File: src/dfr_pkg.sv
`timescale 1ns / 1ps
`default_nettype none

package dfr_pkg;

  // Field widths fixed by the stream format.
  localparam int BYTE_W    = 8;
  localparam int LEN_W     = 16;
  localparam int HDR_LEN_W = 5;
  localparam int OFF_W     = 4;

  // Header store depth default.
  localparam int HEADER_MAX_DEF = 16;

  // Configuration port geometry: three 32-bit registers at byte addresses 0, 4, 8.
  localparam int APB_ADDR_W = 4;
  localparam int APB_DATA_W = 32;

  // Register reset values. The length limit is the link limit less a safety margin.
  localparam int LINK_LIMIT   = 30000;
  localparam int LINK_MARGIN  = 1000;
  localparam logic [HDR_LEN_W-1:0] HDR_LEN_RST = HDR_LEN_W'(8);
  localparam logic [OFF_W-1:0]     LEN_OFF_RST = OFF_W'(0);
  localparam logic [LEN_W-1:0]     MAX_LEN_RST = LEN_W'(LINK_LIMIT - LINK_MARGIN);

  // Register indexes, taken from paddr[3:2].
  typedef enum logic [1:0] {
    REG_HDR_LEN = 2'd0,
    REG_LEN_OFF = 2'd1,
    REG_MAX_LEN = 2'd2
  } reg_idx_e;

  // Configuration values seen by the datapath.
  typedef struct packed {
    logic [HDR_LEN_W-1:0] header_length;
    logic [OFF_W-1:0]     length_field_offset;
    logic [LEN_W-1:0]     max_total_length;
  } cfg_t;

  // Control of the header store: write one byte, shift toward entry zero, or both.
  typedef struct packed {
    logic wr;
    logic shift;
  } hdr_ctl_t;

endpackage

`default_nettype wire

File: src/dfr_skid.sv
`timescale 1ns / 1ps
`default_nettype none

module dfr_skid (
  input  wire logic                       clk_i,
  input  wire logic                       rst_ni,
  input  wire logic                       in_valid_i,
  output logic                            in_stall_o,
  input  wire logic [dfr_pkg::BYTE_W-1:0] in_data_i,
  output logic                            out_valid_o,
  input  wire logic                       out_take_i,
  output logic [dfr_pkg::BYTE_W-1:0]      out_data_o
);

  logic                       full_q, full_d;
  logic [dfr_pkg::BYTE_W-1:0] data_q;
  logic                       in_acc;

  // The stall seen upstream is a register, so upstream never waits on downstream logic.
  assign in_stall_o  = full_q;
  assign in_acc      = in_valid_i && !full_q;
  assign out_valid_o = full_q || in_valid_i;
  assign out_data_o  = full_q ? data_q : in_data_i;

  // Park an item when the consumer cannot take it; release it once taken.
  always_comb begin
    full_d = full_q;
    if (full_q && out_take_i) begin
      full_d = 1'b0;
    end else if (in_acc && !out_take_i) begin
      full_d = 1'b1;
    end
  end

  always_ff @(posedge clk_i or negedge rst_ni) begin
    if (!rst_ni) begin
      full_q <= 1'b0;
    end else begin
      full_q <= full_d;
    end
  end

  always_ff @(posedge clk_i) begin
    if (in_acc && !out_take_i) begin
      data_q <= in_data_i;
    end
  end

endmodule

`default_nettype wire

File: config.mk
export PLATFORM = sky130hd
export DESIGN_NAME = dfr_skid
export DESIGN_NICKNAME = d
export VERILOG_FILES = /design/src/dfr_pkg.sv /design/src/dfr_skid.sv
export SDC_FILE = /design/constraint.sdc
export NUM_CORES = 1
export LEC_CHECK = 0
export ABC_AREA = 1
export BUFFER_PORTS_ARGS = -buffer_cell sky130_fd_sc_hd__buf_2
export CORE_AREA = 2 2 39 41
export DETAILED_ROUTE_END_ITERATION = 10
export DIE_AREA = 0 0 41 43
export GPL_ROUTABILITY_DRIVEN = 1
export PLACE_DENSITY = 0.58
export SETUP_SLACK_MARGIN = 0.1
export SYNTH_ARGS = -nofsm -noshare
export SYNTH_HDL_FRONTEND = slang
export SYNTH_SLANG_ARGS = --single-unit
File: constraint.sdc
create_clock -name clk_i -period 2.6 [get_ports clk_i]
set_clock_uncertainty 0.05 [all_clocks]
set_input_delay 0.13 -clock clk_i [delete_from_list [all_inputs] [get_ports clk_i]]
set_output_delay 0.13 -clock clk_i [all_outputs]
set_load 0.1 [all_outputs]
==> summary.md <==
| Metric | Value |
|---|---|
| Sw power | `0.000170 W` |
| Worst-Skew Late Latency | `about 0.25 ns` |
| Post-synthesis register bit count | `9` |
| Gp weighted congestion | `0.623` |
| Die Y-Extent | `between 40 and 50 um` |
| Die Width | `41 um` |
| CTS tree | `done` |
| Wire per inst | `8.71 um` |
| Largest net degree at the start of global routing | `12` |
| Outcome | `completed` |
| Via count | `333` |
| Post-Syn Nets | `between 50 and 60` |
| Final wirelength | `~740 um` |
| Htree depth | `1` |
| Post-route setup TNS | `0 ns` |
| Worst setup EP type | `primary output` |
| Crit path required time | `between 2 and 2.5 ns` |
| Flop2flop setup slack | `between 1 and 1.5 ns` |
| IO Port Bufs | `21` |
| Synth Instances | `40` |
| Area Growth Syn to Fin | `47.1%` |
| Largest area contributor in the netlist | `edfxtp_1` |
| WS Path Type | `flop to primary output` |
| Fin area | `594 um2` |
| Largest cells by area after synthesis | `edfxtp_1, nand2_1, dfrtp_1, nor2_2, buf_6` |
| Most frequent cells in the layout | `nand2_1, buf_2, edfxtp_1` |
| CTS Buffer Depth | `2` |
| Avg Inst Size Synth | `10.1 um2` |
| Combinational power share | `34.5%` |
| Max Slew Vio Count | `0` |
| Worst Path Arrival | `1.48 ns` |
| Minimum clock period | `approximately 1.7 ns` |
| CTS sink cnt | `9` |
| Switching Fraction | `40.6%` |
| Final net count | `82` |
| Peak fanout along the critical path | `11` |
| Final setup vio count | `0` |
| Initial core utilization | `between 20 and 30%` |
| DP Area | `518 um2` |
| Final period util | `63.8%` |
| Detail Route Antenna Nets | `0` |
| Via density | `3.92` |
| Total Die Area | `0.00176 mm2` |
| Row count | `14` |
| Achievable Freq | `602 MHz` |
| Leakage power | `0.294 nW` |
| Layout cells sized above 1 | `40.6%` |
| First-pass GRT wire length | `~1200 um` |
| Ys Warns | `0` |
| Unrepaired setup endpoints after global routing | `no` |
| Clock power share | `25.1%` |
| CTS clk-pin slew, worst paths | `0.06 ns` |
| Remaining Overflow, GRT | `0` |
| Worst vdd ir | `255 uV` |
| Power density over cell area | `approximately 700 mW/mm2` |
| Mapped cell area | `just over 400 um2` |
| DRT iter0 DRCs | `4` |
| Root Driver | `clkbuf_4` |
| # diodes | `0` |
| Synth top area share | `around 59%` |
| Share of power burned in registers | `40.4%` |
| Max_slew headroom | `67.4%` |
| Initial antenna violation count | `0` |
| CTS resizes | `0` |
| Least-Margin Pin Slew | `~0.49 ns` |
| Top-level I/O count | `22` |
| Internal power | `around 0.00025 W` |
| Distinct cell type count after synthesis | `9` |
| Startpoint Class | `flop` |
| Fin. Hold Viols | `0` |
| Max-cap violations | `0` |
| DRC viols | `0` |
| Sequential fraction of the synthesis area | `65.6%` |
| Most common cell after layout, fill and taps aside | `nand2_1` |
| Core area | `0.00138 mm2` |
| Num CTS Buffers | `3` |
| Hold Crit Class | `input pin to flop` |
| Vias in the first global route | `279` |
| GR Util All Layers | `between 10 and 15%` |
| First-pass DRT Iterations | `2` |
cells in the mapped netlist, drive strengths merged:
cell / number
buf: 1
dfrtp: 1
edfxtp: 8
inv: 2
nand2: 25
nor2: 3
per-layer routing:
layer / vias up / GRT usage (%) / part of all wire [%]
met3: 2 / 5.24 / 8.6
met1: 132 / 14.4 / 44
li1: 187 / - / -
met5: - / 0 / 0
met2: 12 / 11.6 / 45
met4: 0 / 14.0 / 1.9
registers in the layout, indices dropped and copies added (netlist names):
signal,count
in_stall_o,1
data_q,8
worst paths after layout:
kind | start | to | cells after the start
setup / recovery | in_stall_o$_DFFE_PN0P_ | out_data_o[7] | 4
hold / removal | in_data_i[4] | data_q[4]$_DFFE_PP_ | 1
setup reg to reg | in_stall_o$_DFFE_PN0P_ | data_q[1]$_DFFE_PP_ | 3
hold reg to reg | in_stall_o$_DFFE_PN0P_ | in_stall_o$_DFFE_PN0P_ | 2
max in group asynchronous | rst_ni | in_stall_o$_DFFE_PN0P_ | 2
min in group asynchronous | rst_ni | in_stall_o$_DFFE_PN0P_ | 2
cell type report:
type                            instances  area, um2
Clock buffer                            4       26.3
Fill cell                             146        790
Inverter                                2       15.0
Multi-Input combinational cell         28        113
Sequential cell                         9        265
Tap cell                               16       20.0
Timing Repair Buffer                   26        155
critical path: stages (launching register included):
cell     delay [ns]
dfrtp_1        0.54
inv_8          0.15
nand2_1        0.06
nand2_1        0.06
buf_2          0.42
stage by stage:
step / cells / utilization, % / power (W) / hold slack, ns / setup WS, ns
after detailed placement: 76 / 37.4 / 0.000313 / -0.143 / 1.12
final: 85 / 42.9 / 0.000420 / 0.0139 / 0.940
after global placement: 76 / 37.4 / 0.000313 / -0.145 / 1.15
after CTS: 82 / 40.8 / 0.000422 / 0.00501 / 0.895
after global routing: 85 / 42.9 / 0.000444 / 0.000107 / 0.785
after floorplan: 40 / - / 0.000290 / -0.216 / 0.552
power groups by stage:
stage               combinational (W)  sequential [W]  clock, W
floorplan                    0.000113        0.000177         0
global placement             0.000140        0.000173         0
detailed placement           0.000140        0.000173         0
CTS                          0.000142        0.000170  0.000110
global route                 0.000153        0.000171  0.000120
finish                       0.000145        0.000170  0.000106
repair_timing:
action,CTS,global route
hold endpoints to repair,2,3
setup endpoints to repair,0,0
buffers inserted,0,0
hold buffers,2,3
kinds of logic (layout without fill, tap and decap cells):
kind of cell  Yosys count  count (layout)  share of synthesized area [%]
buf+inv                 3              32                           6.50
flops                   9               9                           65.6
simple gates           28              28                           27.9
Note: power is estimated with default switching activity, not from simulation.
