**src/dfr_pkg.sv**
```systemverilog
`timescale 1ns / 1ps
`default_nettype none

package dfr_pkg;

  // Field widths fixed by the stream format.
  localparam int BYTE_W    = 8;
  localparam int LEN_W     = 16;
  localparam int HDR_LEN_W = 5;
  localparam int OFF_W     = 4;

  // Header store depth default.
  localparam int HEADER_MAX_DEF = 16;

  // Configuration port geometry: three 32-bit registers at byte addresses 0, 4, 8.
  localparam int APB_ADDR_W = 4;
  localparam int APB_DATA_W = 32;

  // Register reset values. The length limit is the link limit less a safety margin.
  localparam int LINK_LIMIT   = 30000;
  localparam int LINK_MARGIN  = 1000;
  localparam logic [HDR_LEN_W-1:0] HDR_LEN_RST = HDR_LEN_W'(8);
  localparam logic [OFF_W-1:0]     LEN_OFF_RST = OFF_W'(0);
  localparam logic [LEN_W-1:0]     MAX_LEN_RST = LEN_W'(LINK_LIMIT - LINK_MARGIN);

  // Register indexes, taken from paddr[3:2].
  typedef enum logic [1:0] {
    REG_HDR_LEN = 2'd0,
    REG_LEN_OFF = 2'd1,
    REG_MAX_LEN = 2'd2
  } reg_idx_e;

  // Configuration values seen by the datapath.
  typedef struct packed {
    logic [HDR_LEN_W-1:0] header_length;
    logic [OFF_W-1:0]     length_field_offset;
    logic [LEN_W-1:0]     max_total_length;
  } cfg_t;

  // Control of the header store: write one byte, shift toward entry zero, or both.
  typedef struct packed {
    logic wr;
    logic shift;
  } hdr_ctl_t;

endpackage

`default_nettype wire

```
**src/dfr_hdr_store.sv**
```systemverilog
`timescale 1ns / 1ps
`default_nettype none

module dfr_hdr_store #(
  parameter int HEADER_MAX = dfr_pkg::HEADER_MAX_DEF
) (
  input  wire logic                          clk_i,
  input  wire dfr_pkg::hdr_ctl_t             ctl_i,
  input  wire logic [$clog2(HEADER_MAX)-1:0] wr_idx_i,
  input  wire logic [dfr_pkg::BYTE_W-1:0]    wr_data_i,
  input  wire logic [$clog2(HEADER_MAX)-1:0] rd_off_i,
  output logic [dfr_pkg::LEN_W-1:0]          len_o,
  output logic [dfr_pkg::BYTE_W-1:0]         head_o
);

  logic [dfr_pkg::BYTE_W-1:0] store_q [HEADER_MAX];
  logic [dfr_pkg::BYTE_W-1:0] view    [HEADER_MAX];
  logic [dfr_pkg::LEN_W-1:0]  pair    [HEADER_MAX-1];

  // Store contents with the byte being written this cycle forwarded in.
  always_comb begin
    for (int i = 0; i < HEADER_MAX; i++) begin
      view[i] = (ctl_i.wr && int'(wr_idx_i) == i) ? wr_data_i : store_q[i];
    end
    for (int i = 0; i < HEADER_MAX - 1; i++) begin
      pair[i] = {view[i], view[i + 1]};
    end
  end

  // The big-endian length is read as one byte pair at the field offset.
  assign len_o  = pair[rd_off_i];
  assign head_o = store_q[0];

  // Replay shifts the header toward entry zero; a byte written in the same cycle
  // lands one place lower so it stays in order.
  always_ff @(posedge clk_i) begin
    if (ctl_i.shift) begin
      for (int i = 0; i < HEADER_MAX - 1; i++) begin
        store_q[i] <= (ctl_i.wr && int'(wr_idx_i) == i + 1) ? wr_data_i : store_q[i + 1];
      end
    end else if (ctl_i.wr) begin
      store_q[wr_idx_i] <= wr_data_i;
    end
  end

endmodule

`default_nettype wire

```
**config.mk**
```make
export PLATFORM = sky130hd
export DESIGN_NAME = dfr_hdr_store
export DESIGN_NICKNAME = d
export VERILOG_FILES = /design/src/dfr_pkg.sv /design/src/dfr_hdr_store.sv
export SDC_FILE = /design/constraint.sdc
export NUM_CORES = 1
export LEC_CHECK = 0
export BUFFER_PORTS_ARGS = -buffer_cell sky130_fd_sc_hd__buf_2
export CAP_MARGIN = 25
export CORE_UTILIZATION = 25
export CTS_CLUSTER_DIAMETER = 30
export CTS_CLUSTER_SIZE = 20
export DETAILED_ROUTE_END_ITERATION = 8
export SLEW_MARGIN = 20
export SYNTH_ARGS = -nofsm -noshare
export SYNTH_HDL_FRONTEND = slang
export SYNTH_SLANG_ARGS = --single-unit
```
**constraint.sdc**
```tcl
create_clock -name clk_i -period 5.75 [get_ports clk_i]
set_input_delay 1.15 -clock clk_i [delete_from_list [all_inputs] [get_ports clk_i]]
set_output_delay 1.15 -clock clk_i [all_outputs]
set_load 0.02 [all_outputs]
```
==> metrics.txt <==
status=finished clean; P_leak=3.68 nW; Die W=196 um; startpoint types=input port; fillers=3,808; Largest register FFs=128; register area=3840 um^2; syn nets=930; min-delay worst type=register to register; Seq/Total Area, Yosys=41.0%; Worst Setup SP=wr_idx_i[1]; fmax=193 MHz; Routed Antenna Nets=0; Worst Hold Slack=0.594 ns; row count=70; first-pass GRT wire length=54.9 mm; H-tree depth=4; Yosys cell types=74; Via density=6.21; io pins=43; Clock Path Buffers=2; DRC viols=0; Yosys Warn Count=0; sequential share of power=42.0%; CP required=4.60 ns; Post-Syn Area=9380 um^2; Post-synth EDFFs=128; Layout area overhead=12.6%; biggest regs=store_q: 128 flops; final period utilization=90.1%; pwr dens=268 nW/um^2; setup TNS=0 ns; internal power=1.97 mW; CTS tree=done; Layout Skew=0.00694 ns; most frequent cells in the layout=128 x edfxtp_1, 114 x mux2_2, 74 x nor3_1, 66 x o21ai_0, 58 x mux2i_1; gr ovfl total=0; NetSw=853 uW; Port Buf Inserts=42; vias post-DR=8,622; core footprint=36,800 um^2; gr usage total=19.2%; max-slew violations=0; DIE HEIGHT=196 um; die area=38,300 um^2; crit end category=primary output; crit-path max FO=25; largest net degree at the start of global routing=43; Mapped Cells=911; Setup Crit Path Kind=input port to primary output; share of flip-flops with an asynchronous set or reset=0%; post-cts resize count=0; CTS Sinks=128; DR pass1 iterations=7; clock share of power=39.4%; Max-Cap Viols=0; Mean Syn Cell Area=10.3 um^2; clock slew at reported path FFs=0.06 ns; Fin. Hold Viols=0; hpwl dp=25.4 mm; Starting Density=25.5%; worst skew pair latency=0.43 ns; final setup vio count=0; Post CTS Setup Buffer Count=0; antenna violations before repair=0; final wirelength=37.1 mm; hold_sp=store_q[4][7]$_DFFE_PP_; CTS Buf Count=17; Worst R2R Start=store_q[3][4]$_DFFE_PP_; Net count, final=927; WL per Instance=26.7 um; Slew headroom=40.2%; most common cell after layout, fill and taps aside=edfxtp_1; crit path DAT=4.03 ns; number of global-route vias before repair=7,971; Most flops, register=store_q; RSZ-0062 raised after global routing=false; placer's final routability congestion estimate=1.03; n_diodes=0; Peak supply drop=0.000200 V; Iteration-0 DRC Markers=1,606; Worst-Margin Slew=0.898 ns; Post-synth top flop=edfxtp_1; sw frac=30.2%; Hold Buf Count CTS=0; Synth Register Bits=128; power share of the combinational group=18.6%; share of post-route cells with drive strength above 1=27.1%; multi-input logic area=5120 um^2; min Tclk post-route=5.18 ns; clk root buf=clkbuf_16
## Yosys cell counts (3+ instances only)
cell | instances | share of area (%)
nor2_2 | 6 | 0.40
and3b_1 | 3 | 0.28
a221oi_1 | 3 | 0.28
buf_1 | 6 | 0.24
nand2_8 | 3 | 0.64
mux2i_1 | 58 | 6.2
o311ai_0 | 3 | 0.28
nand3_1 | 7 | 0.37
nand2b_1 | 4 | 0.27
nor2_1 | 57 | 2.3
o21bai_1 | 3 | 0.24
nor3_1 | 74 | 3.9
clkbuf_1 | 58 | 2.3
o221ai_1 | 18 | 1.7
o21ai_0 | 67 | 3.6
or4_1 | 4 | 0.32
a21oi_1 | 13 | 0.69
o211ai_1 | 4 | 0.32
nand2_1 | 46 | 1.8
o31a_1 | 3 | 0.28
a221o_1 | 3 | 0.32
nor2b_1 | 5 | 0.33
edfxtp_1 | 128 | 41
and3_1 | 5 | 0.33
o32a_1 | 4 | 0.43
a211oi_1 | 5 | 0.40
o32ai_1 | 29 | 2.7
nor4_1 | 10 | 0.67
nand2_2 | 4 | 0.27
o21ai_2 | 10 | 0.93
a31oi_1 | 3 | 0.20
buf_4 | 4 | 0.32
o311a_1 | 7 | 0.75
o21ai_1 | 12 | 0.64
buf_2 | 16 | 0.85
mux4_2 | 5 | 1.2
o22ai_1 | 52 | 3.5
inv_1 | 6 | 0.24
mux2_2 | 114 | 14
## power by group through the flow
stage	Sequential [mW]	Clock [mW]	Combinational (mW)
finish	1.19	1.12	0.525
global route	1.19	1.16	0.553
CTS	1.18	1.12	0.510
detailed placement	1.20	0	0.506
global placement	1.20	0	0.504
floorplan	1.16	0	0.344
## critical path, cell delays in order
cell,delay (ns)
buf_2,0.40
nand2b_1,0.49
o21ai_0,0.61
o22ai_1,0.19
nor3_1,0.16
o21ai_0,0.27
o32ai_1,0.46
buf_2,0.29
## final timing paths
| kind | end | slack [ns] | cells after the start |
|---|---|---|---|
| worst max-delay path | len_o[10] | 0.57 | 8 |
| worst max register to register | store_q[2][4]$_DFFE_PP_ | 4.68 | 1 |
| worst min register to register | store_q[3][7]$_DFFE_PP_ | 0.59 | 1 |
| worst min-delay path | store_q[3][7]$_DFFE_PP_ | 0.59 | 1 |
## kinds of logic (layout without fill, tap and decap cells)
logic type | Yosys count | after routing | synth area share [%]
AND/OR/NAND/NOR | 246 | 246 | 13.6
multiplexers | 178 | 178 | 21.4
flip-flops | 128 | 128 | 41.0
buffers and inverters | 96 | 105 | 4.42
XOR/XNOR | 4 | 4 | 0.374
AO/OA/AOI/OAI | 259 | 259 | 19.2
## layout make-up
cell class                 instances  area share (%)
clock buffer                      17            4.03
timing repair buffer              65            3.63
multi-input combinational        687            48.5
inverter                           9           0.320
tap                              468            5.55
clock inverter                    14            1.59
sequential                       128            36.4
## per-stage QoR
step                power, mW  util [%]  setup WS, ns  cells  area [um^2]
floorplan                1.51         -          1.61    911         9380
global placement         1.71      27.1         0.741   1357         9970
detailed placement       1.71      27.1         0.762   1357         9970
CTS                      2.81      28.7         0.750   1388        10600
global route             2.90      28.7         0.538   1388        10600
finish                   2.83      28.7         0.571   1388        10600
## metal layers
layer | up-vias | part of all wire (%) | track usage, %
met5 | - | 0 | 0
met4 | 0 | 4.1 | 6.71
met3 | 129 | 12 | 4.37
met2 | 722 | 44 | 29.2
met1 | 4161 | 40 | 26.7
li1 | 3610 | - | -
No activity file was read; power rests on OpenSTA's default activity.
