### src/dfr_pkg.sv
`timescale 1ns / 1ps
`default_nettype none

package dfr_pkg;

  // Field widths fixed by the stream format.
  localparam int BYTE_W    = 8;
  localparam int LEN_W     = 16;
  localparam int HDR_LEN_W = 5;
  localparam int OFF_W     = 4;

  // Header store depth default.
  localparam int HEADER_MAX_DEF = 16;

  // Configuration port geometry: three 32-bit registers at byte addresses 0, 4, 8.
  localparam int APB_ADDR_W = 4;
  localparam int APB_DATA_W = 32;

  // Register reset values. The length limit is the link limit less a safety margin.
  localparam int LINK_LIMIT   = 30000;
  localparam int LINK_MARGIN  = 1000;
  localparam logic [HDR_LEN_W-1:0] HDR_LEN_RST = HDR_LEN_W'(8);
  localparam logic [OFF_W-1:0]     LEN_OFF_RST = OFF_W'(0);
  localparam logic [LEN_W-1:0]     MAX_LEN_RST = LEN_W'(LINK_LIMIT - LINK_MARGIN);

  // Register indexes, taken from paddr[3:2].
  typedef enum logic [1:0] {
    REG_HDR_LEN = 2'd0,
    REG_LEN_OFF = 2'd1,
    REG_MAX_LEN = 2'd2
  } reg_idx_e;

  // Configuration values seen by the datapath.
  typedef struct packed {
    logic [HDR_LEN_W-1:0] header_length;
    logic [OFF_W-1:0]     length_field_offset;
    logic [LEN_W-1:0]     max_total_length;
  } cfg_t;

  // Control of the header store: write one byte, shift toward entry zero, or both.
  typedef struct packed {
    logic wr;
    logic shift;
  } hdr_ctl_t;

endpackage

`default_nettype wire

### src/dfr_cfg_regs.sv
`timescale 1ns / 1ps
`default_nettype none

module dfr_cfg_regs (
  input  wire logic                           clk_i,
  input  wire logic                           rst_ni,
  input  wire logic                           psel,
  input  wire logic                           penable,
  input  wire logic                           pwrite,
  input  wire logic [dfr_pkg::APB_ADDR_W-1:0] paddr,
  input  wire logic [dfr_pkg::APB_DATA_W-1:0] pwdata,
  output logic [dfr_pkg::APB_DATA_W-1:0]      prdata,
  output logic                                pready,
  output dfr_pkg::cfg_t                       cfg_o
);

  dfr_pkg::cfg_t cfg_q, cfg_d;
  logic          wr_en;

  assign pready = 1'b1;
  assign wr_en  = psel && penable && pwrite;
  assign cfg_o  = cfg_q;

  // Register write decode.
  always_comb begin
    cfg_d = cfg_q;
    if (wr_en) begin
      unique case (paddr[3:2])
        dfr_pkg::REG_HDR_LEN: cfg_d.header_length       = pwdata[dfr_pkg::HDR_LEN_W-1:0];
        dfr_pkg::REG_LEN_OFF: cfg_d.length_field_offset = pwdata[dfr_pkg::OFF_W-1:0];
        dfr_pkg::REG_MAX_LEN: cfg_d.max_total_length    = pwdata[dfr_pkg::LEN_W-1:0];
        default: cfg_d = cfg_q;
      endcase
    end
  end

  // Register read decode.
  always_comb begin
    unique case (paddr[3:2])
      dfr_pkg::REG_HDR_LEN: prdata = dfr_pkg::APB_DATA_W'(cfg_q.header_length);
      dfr_pkg::REG_LEN_OFF: prdata = dfr_pkg::APB_DATA_W'(cfg_q.length_field_offset);
      dfr_pkg::REG_MAX_LEN: prdata = dfr_pkg::APB_DATA_W'(cfg_q.max_total_length);
      default: prdata = '0;
    endcase
  end

  always_ff @(posedge clk_i or negedge rst_ni) begin
    if (!rst_ni) begin
      cfg_q.header_length       <= dfr_pkg::HDR_LEN_RST;
      cfg_q.length_field_offset <= dfr_pkg::LEN_OFF_RST;
      cfg_q.max_total_length    <= dfr_pkg::MAX_LEN_RST;
    end else begin
      cfg_q <= cfg_d;
    end
  end

endmodule

`default_nettype wire

### config.mk
export PLATFORM = sky130hd
export DESIGN_NAME = dfr_cfg_regs
export DESIGN_NICKNAME = d
export VERILOG_FILES = /design/src/dfr_pkg.sv /design/src/dfr_cfg_regs.sv
export SDC_FILE = /design/constraint.sdc
export NUM_CORES = 1
export LEC_CHECK = 0
export BUFFER_PORTS_ARGS = -buffer_cell sky130_fd_sc_hd__buf_2
export CAP_MARGIN = 10
export CORE_ASPECT_RATIO = 0.9
export CORE_MARGIN = 2
export CORE_UTILIZATION = 35
export CTS_BUF_LIST = sky130_fd_sc_hd__clkbuf_8
export DETAILED_ROUTE_END_ITERATION = 12
export GPL_ROUTABILITY_DRIVEN = 0
export PLACE_DENSITY = 0.76
export SYNTH_ARGS = -nofsm -noshare
export SYNTH_HDL_FRONTEND = slang
export SYNTH_SLANG_ARGS = --single-unit
### constraint.sdc
create_clock -name clk_i -period 1.2 [get_ports clk_i]
set_input_delay 0.06 -clock clk_i [delete_from_list [all_inputs] [get_ports clk_i]]
set_output_delay 0.06 -clock clk_i [all_outputs]
set_load 0.01 [all_outputs]
==> impl_metrics.toml, run 1 <==
[sta]
hold_viol = 0
setup_viol = 0
fmax_mhz = 835
rsz0062_at_grt = "true"
finalWorstSetupSlack_ns = 0.00213
relSlewSlack_pct = 62.4
min_period_ns = 1.20
clock_skew_ns = 0
worstMarginPinSlew_ns = 0.565
maxSlewViolCount = 0
period_share_pct = 99.8

[floorplanning]
rows = 21
die_area_um2 = 4230
initial_core_util_pct = 35.7
die_h_um = 61.9
core-area_um2 = 3650
die_x_um = 68.3
pin_count = 99

[global_route]
grt_use_total_pct = 12.6
overflow = 0
grt_antenna_before_repair = 0
grt_pass1_vias = 824
grt_pass1_wl_um = 3910
grt_max_degree = 26

[worst_setup_path]
critPathRequiredTime_ns = 1.14
end_kind = "output pin"
cp.arrival_ns = 1.14
critPathMaxFanout = 2
start_kind = "register"
critPathKind = "reg2out"

[clocking]
clk_transition_reported_paths_ns = 0.09
clockBufferDepth = 2
h-tree-depth = 1
cts_inserted_buffers = 3
cts.sinks = 25
root_buffer = "clkbuf_8"
cts_tree = "built"
clock_latency_ns = 0.26

[yosys]
synth_area_leaders = "dfrtp_1, mux2_2, dfstp_2, buf_4, and2_1"
synth_ff_type = "dfrtp_1"
ys_warn_count = 0
syn_area_um2 = 1300
synth_top_area_share_pct = 34.6
syn_inst = 104
synth.distinct_cells = 17
ys_seq_elements = 25
async_flop_share_pct = 100
synth_most_common_cell = "mux2_2"
synth_edf_count = 0
yosysTopAreaCell = "dfrtp_1"
syn_avg_cell_area_um2 = 12.5
ys_seq_area_share_pct = 48.7
netlist_top_cells_count = "mux2_2, buf_4, dfrtp_1"

[detailed_routing]
post_drt_wl_per_cell_um = 12.4
ant_nets = 0
routed_wl_um = 2740
top_layer_used = "met4"
dr_wl_met3_um = 216
routedLengthMet1_um = 1130
first_pass_iters = 4
initialDrtViolationCount = 12
drc_errors = 0
vias = 964
vias_per_cell = 4.34
met2WireLength_um = 1360

[power_and_ir_drop]
max-vdd-ir-drop_v = 0.000843
p_per_area_nw_per_um2 = 1470
power_leakage_nw = 0.899
p_total_mw = 2.52

[hold_path]
min_path_type = "in2reg"

[layout]
regArea_um2 = 634
insertedDiodeCount = 0
fin_cells = 222
area_growth_pct = 32.0
num-fill-cells = 343
finish.utilization_pct = 47.1
stdcell_area_um2 = 1720
drive_gt1_share_pct = 64.2
largest_reg_flops = 25
final_nets = 218
multi_input_area_um2 = 566

[placed_design]
placed_cells = 215
pre_cts_slack_ns = 0.0117
place_hpwl_um = 2150
place_area_um2 = 1640
port_buffers = 63

[status]
status = "complete, no violations"

[job]
drv_cap = 0
-- logic make-up after synthesis --
group                  after synthesis  share of synthesized area (%)
flip-flops                          25                           48.7
buffers and inverters               21                           12.4
multiplexers                        30                           25.5
other                                2                          0.577
AND/OR/NAND/NOR                     22                           11.3
AO/OA/AOI/OAI                        4                           1.54
-- area by class of cell --
cell class / count / area share (%)
Multi-Input combinational cell: 73 / 32.9
Tap cell: 46 / 3.35
Sequential cell: 25 / 36.9
Clock inverter: 1 / 0.437
Timing Repair Buffer: 74 / 24.0
Clock buffer: 3 / 2.40
-- through the flow --
step                setup TNS [ns]  hold WS, ns
finish                           0       0.0126
global route               -0.0693       0.0113
CTS                              0       0.0111
detailed placement               0       0.0771
global placement                 0       0.0793
floorplan                        0       -0.236
-- what timing repair did --
item	4_1_cts	5_1_grt
buffers inserted	2	0
hold buffers	1	0
endpoints found under the setup margin	1	13
gates resized for setup	1	1
hold endpoints to repair	18	0
-- report_power, final --
part / internal (mW) / switching [mW] / leakage, nW
sequential: 1.08 / 0.133 / 0.294
clock: 0.235 / 0.270 / 0.0217
combinational: 0.417 / 0.389 / 0.583
total: 1.73 / 0.793 / 0.899
-- cell usage in the layout, fill, tap and decap left out --
cell type,Yosys,layout
mux2i_1,5,5
buf_12,0,1
nand3_2,1,1
o21ai_0,4,3
dfstp_2,7,7
nand2_1,4,4
o21ai_1,0,1
buf_4,18,9
dfrtp_1,18,18
clkinvlp_4,0,1
nor2_1,1,1
dlygate4sd3_1,0,1
buf_2,0,63
nor2b_2,0,1
clkbuf_8,0,3
mux2_2,25,25
and2_1,11,11
nor3_2,1,1
or3b_1,1,1
nor2b_1,2,1
nor3b_4,1,1
conb_1,2,17
-- worst paths after layout --
path	from	to	slack, ns	cells past startpoint
setup / recovery	cfg_o[23]	prdata[3]	0.002	3
hold / removal	pwdata[7]	cfg_o[7]	0.01	2
setup reg to reg	cfg_o[23]	cfg_o[23]	0.37	2
hold reg to reg	cfg_o[9]	cfg_o[9]	0.53	1
max in group asynchronous	rst_ni	cfg_o[8]	0.51	2
min in group asynchronous	rst_ni	cfg_o[5]	0.31	2
-- critical path: stages (launching register included) --
cell and delay (ns):
dfstp_2 0.54, mux2i_1 0.06, o21ai_1 0.11, buf_2 0.15
-- routing by layer --
layer | vias up | GRT usage, %
li1 | 455 | -
met3 | 5 | 3.78
met5 | - | 0
met1 | 462 | 16.7
met4 | 0 | 5.14
met2 | 42 | 19.4
(Power assumes the default switching activity.)
==> run 2: changes to the inputs <==
PLACE_DENSITY = default   (was 0.76)
PLACE_DENSITY_LB_ADDON = 0.25   (was default)
==> impl_metrics.toml, run 2 (same netlist as run 1, synthesis figures left out) <==
[worst_setup_path]
end_kind = "output pin"
cp_cell_sequence = "mux2i_1 -> o21ai_1 -> buf_2"
critPathRequiredTime_ns = 1.14
critPathMaxFanout = 3
critPathKind = "reg2out"
slowest_stage = "dfstp_2"
cpPeakStageDelay_ns = 0.55
cp.arrival_ns = 1.14
reg2regPathDepth = 2
start_kind = "register"

[clocking]
cts_inserted_buffers = 3
clk_transition_reported_paths_ns = 0.09
root_buffer = "clkbuf_8"
clockBufferDepth = 2
clock_latency_ns = 0.26
h-tree-depth = 1
cts.sinks = 25
cts_tree = "built"

[layout]
layout_common_cells = "buf_2, mux2_2, dfrtp_1"
drive_gt1_share_pct = 63.4
largest_reg_flops = 25
final_common_cell = "buf_2"
insertedDiodeCount = 0
finish.utilization_pct = 45.9
area_growth_pct = 28.7
stdcell_area_um2 = 1680
final_nets = 214

[sta]
fmax_mhz = 834
period_share_pct = 99.9
maxSlewViolCount = 0
finalWorstSetupSlack_ns = 0.00114
rsz0062_at_grt = "true"
hold_viol = 0
setup_viol = 0
min_period_ns = 1.20
clock_skew_ns = 0
relSlewSlack_pct = 63.1
worstMarginPinSlew_ns = 0.554

[detailed_routing]
routed_wl_um = 2670
drc_errors = 0
ant_nets = 0
vias_per_cell = 4.37
first_pass_iters = 4
post_drt_wl_per_cell_um = 12.2
initialDrtViolationCount = 12
vias = 953

[global_route]
grt_pass1_wl_um = 3910
grt_max_degree = 26
grt_antenna_before_repair = 0
grt_use_total_pct = 12.6
grt_pass1_vias = 827
overflow = 0

[power_and_ir_drop]
p_total_mw = 2.49
power_leakage_nw = 0.876
max-vdd-ir-drop_v = 0.00114
p_per_area_nw_per_um2 = 1490

[placed_design]
pre_cts_slack_ns = -0.0362
port_buffers = 63
place_hpwl_um = 2110
place_area_um2 = 1610

[floorplanning]
initial_core_util_pct = 35.7
rows = 21
die_area_um2 = 4230
pin_count = 99
die_h_um = 61.9
die_x_um = 68.3
core-area_um2 = 3650

[job]
drv_cap = 0

[hold_path]
hold_path_depth = 2
min_path_type = "in2reg"

[status]
status = "complete, no violations"
-- run 2: cell count changes in the layout (fill, tap and decap cells not counted), sizes merged --
cell / delta
buf: -4
-- run 2: metal layers --
layer	wire (µm)	vias to the layer above	track usage, %	share of wire (%)
met5	0	-	0	0
met4	15	0	2.57	0.56
met3	189	2	4.50	7.1
met2	1300	43	20.7	49
met1	1160	458	16.4	44
li1	-	450	-	-
-- run 2: layout make-up --
cell class | count | area [µm²]
Clock buffer | 3 | 41.3
Tap cell | 46 | 57.6
Clock inverter | 1 | 7.51
Fill cell | 354 | 1980
Multi-Input combinational cell | 73 | 566
Timing Repair Buffer | 70 | 370
Sequential cell | 25 | 634
-- run 2: power by group --
group	switching, mW	internal (mW)	leakage, nW	total, mW
combinational	0.379	0.402	0.560	0.781
clock	0.263	0.235	0.0217	0.499
sequential	0.132	1.08	0.294	1.21
-- run 2: worst max-delay path, delay by kind of cell, from the launching register on --
kind	cells	cell delay [ns]
buffers and inverters	1	0.14
DFF	1	0.55
muxes	1	0.07
AOI/OAI and AO/OA	1	0.11
-- run 2: final timing paths --
path	slack (ns)	endpoint	start
setup / recovery	0.001	prdata[3]	cfg_o[23]
setup reg to reg	0.36	cfg_o[3]	cfg_o[3]
hold / removal	0.02	cfg_o[15]	pwdata[15]
min in group asynchronous	0.30	cfg_o[1]	rst_ni
max in group asynchronous	0.51	cfg_o[12]	rst_ni
hold reg to reg	0.53	cfg_o[9]	cfg_o[9]
-- run 2: stage by stage --
step / hold slack [ns] / setup TNS (ns) / instances
2_1_floorplan: -0.236 / 0 / 119
3_3_place_gp: 0.0728 / 0 / 212
3_5_place_dp: 0.0809 / -0.138 / 212
4_1_cts: 0.00639 / -0.0288 / 218
5_1_grt: 0.00317 / -0.107 / 218
6_report: 0.0165 / 0 / 218
-- run 2: what timing repair did --
action | 4_1_cts | 5_1_grt
resized for setup | 2 | 0
pin swaps | 0 | 0
hold buffers | 1 | 0
endpoints found under the setup margin | 11 | 1
setup buffers | 1 | 0
endpoints found under the hold margin | 18 | 0
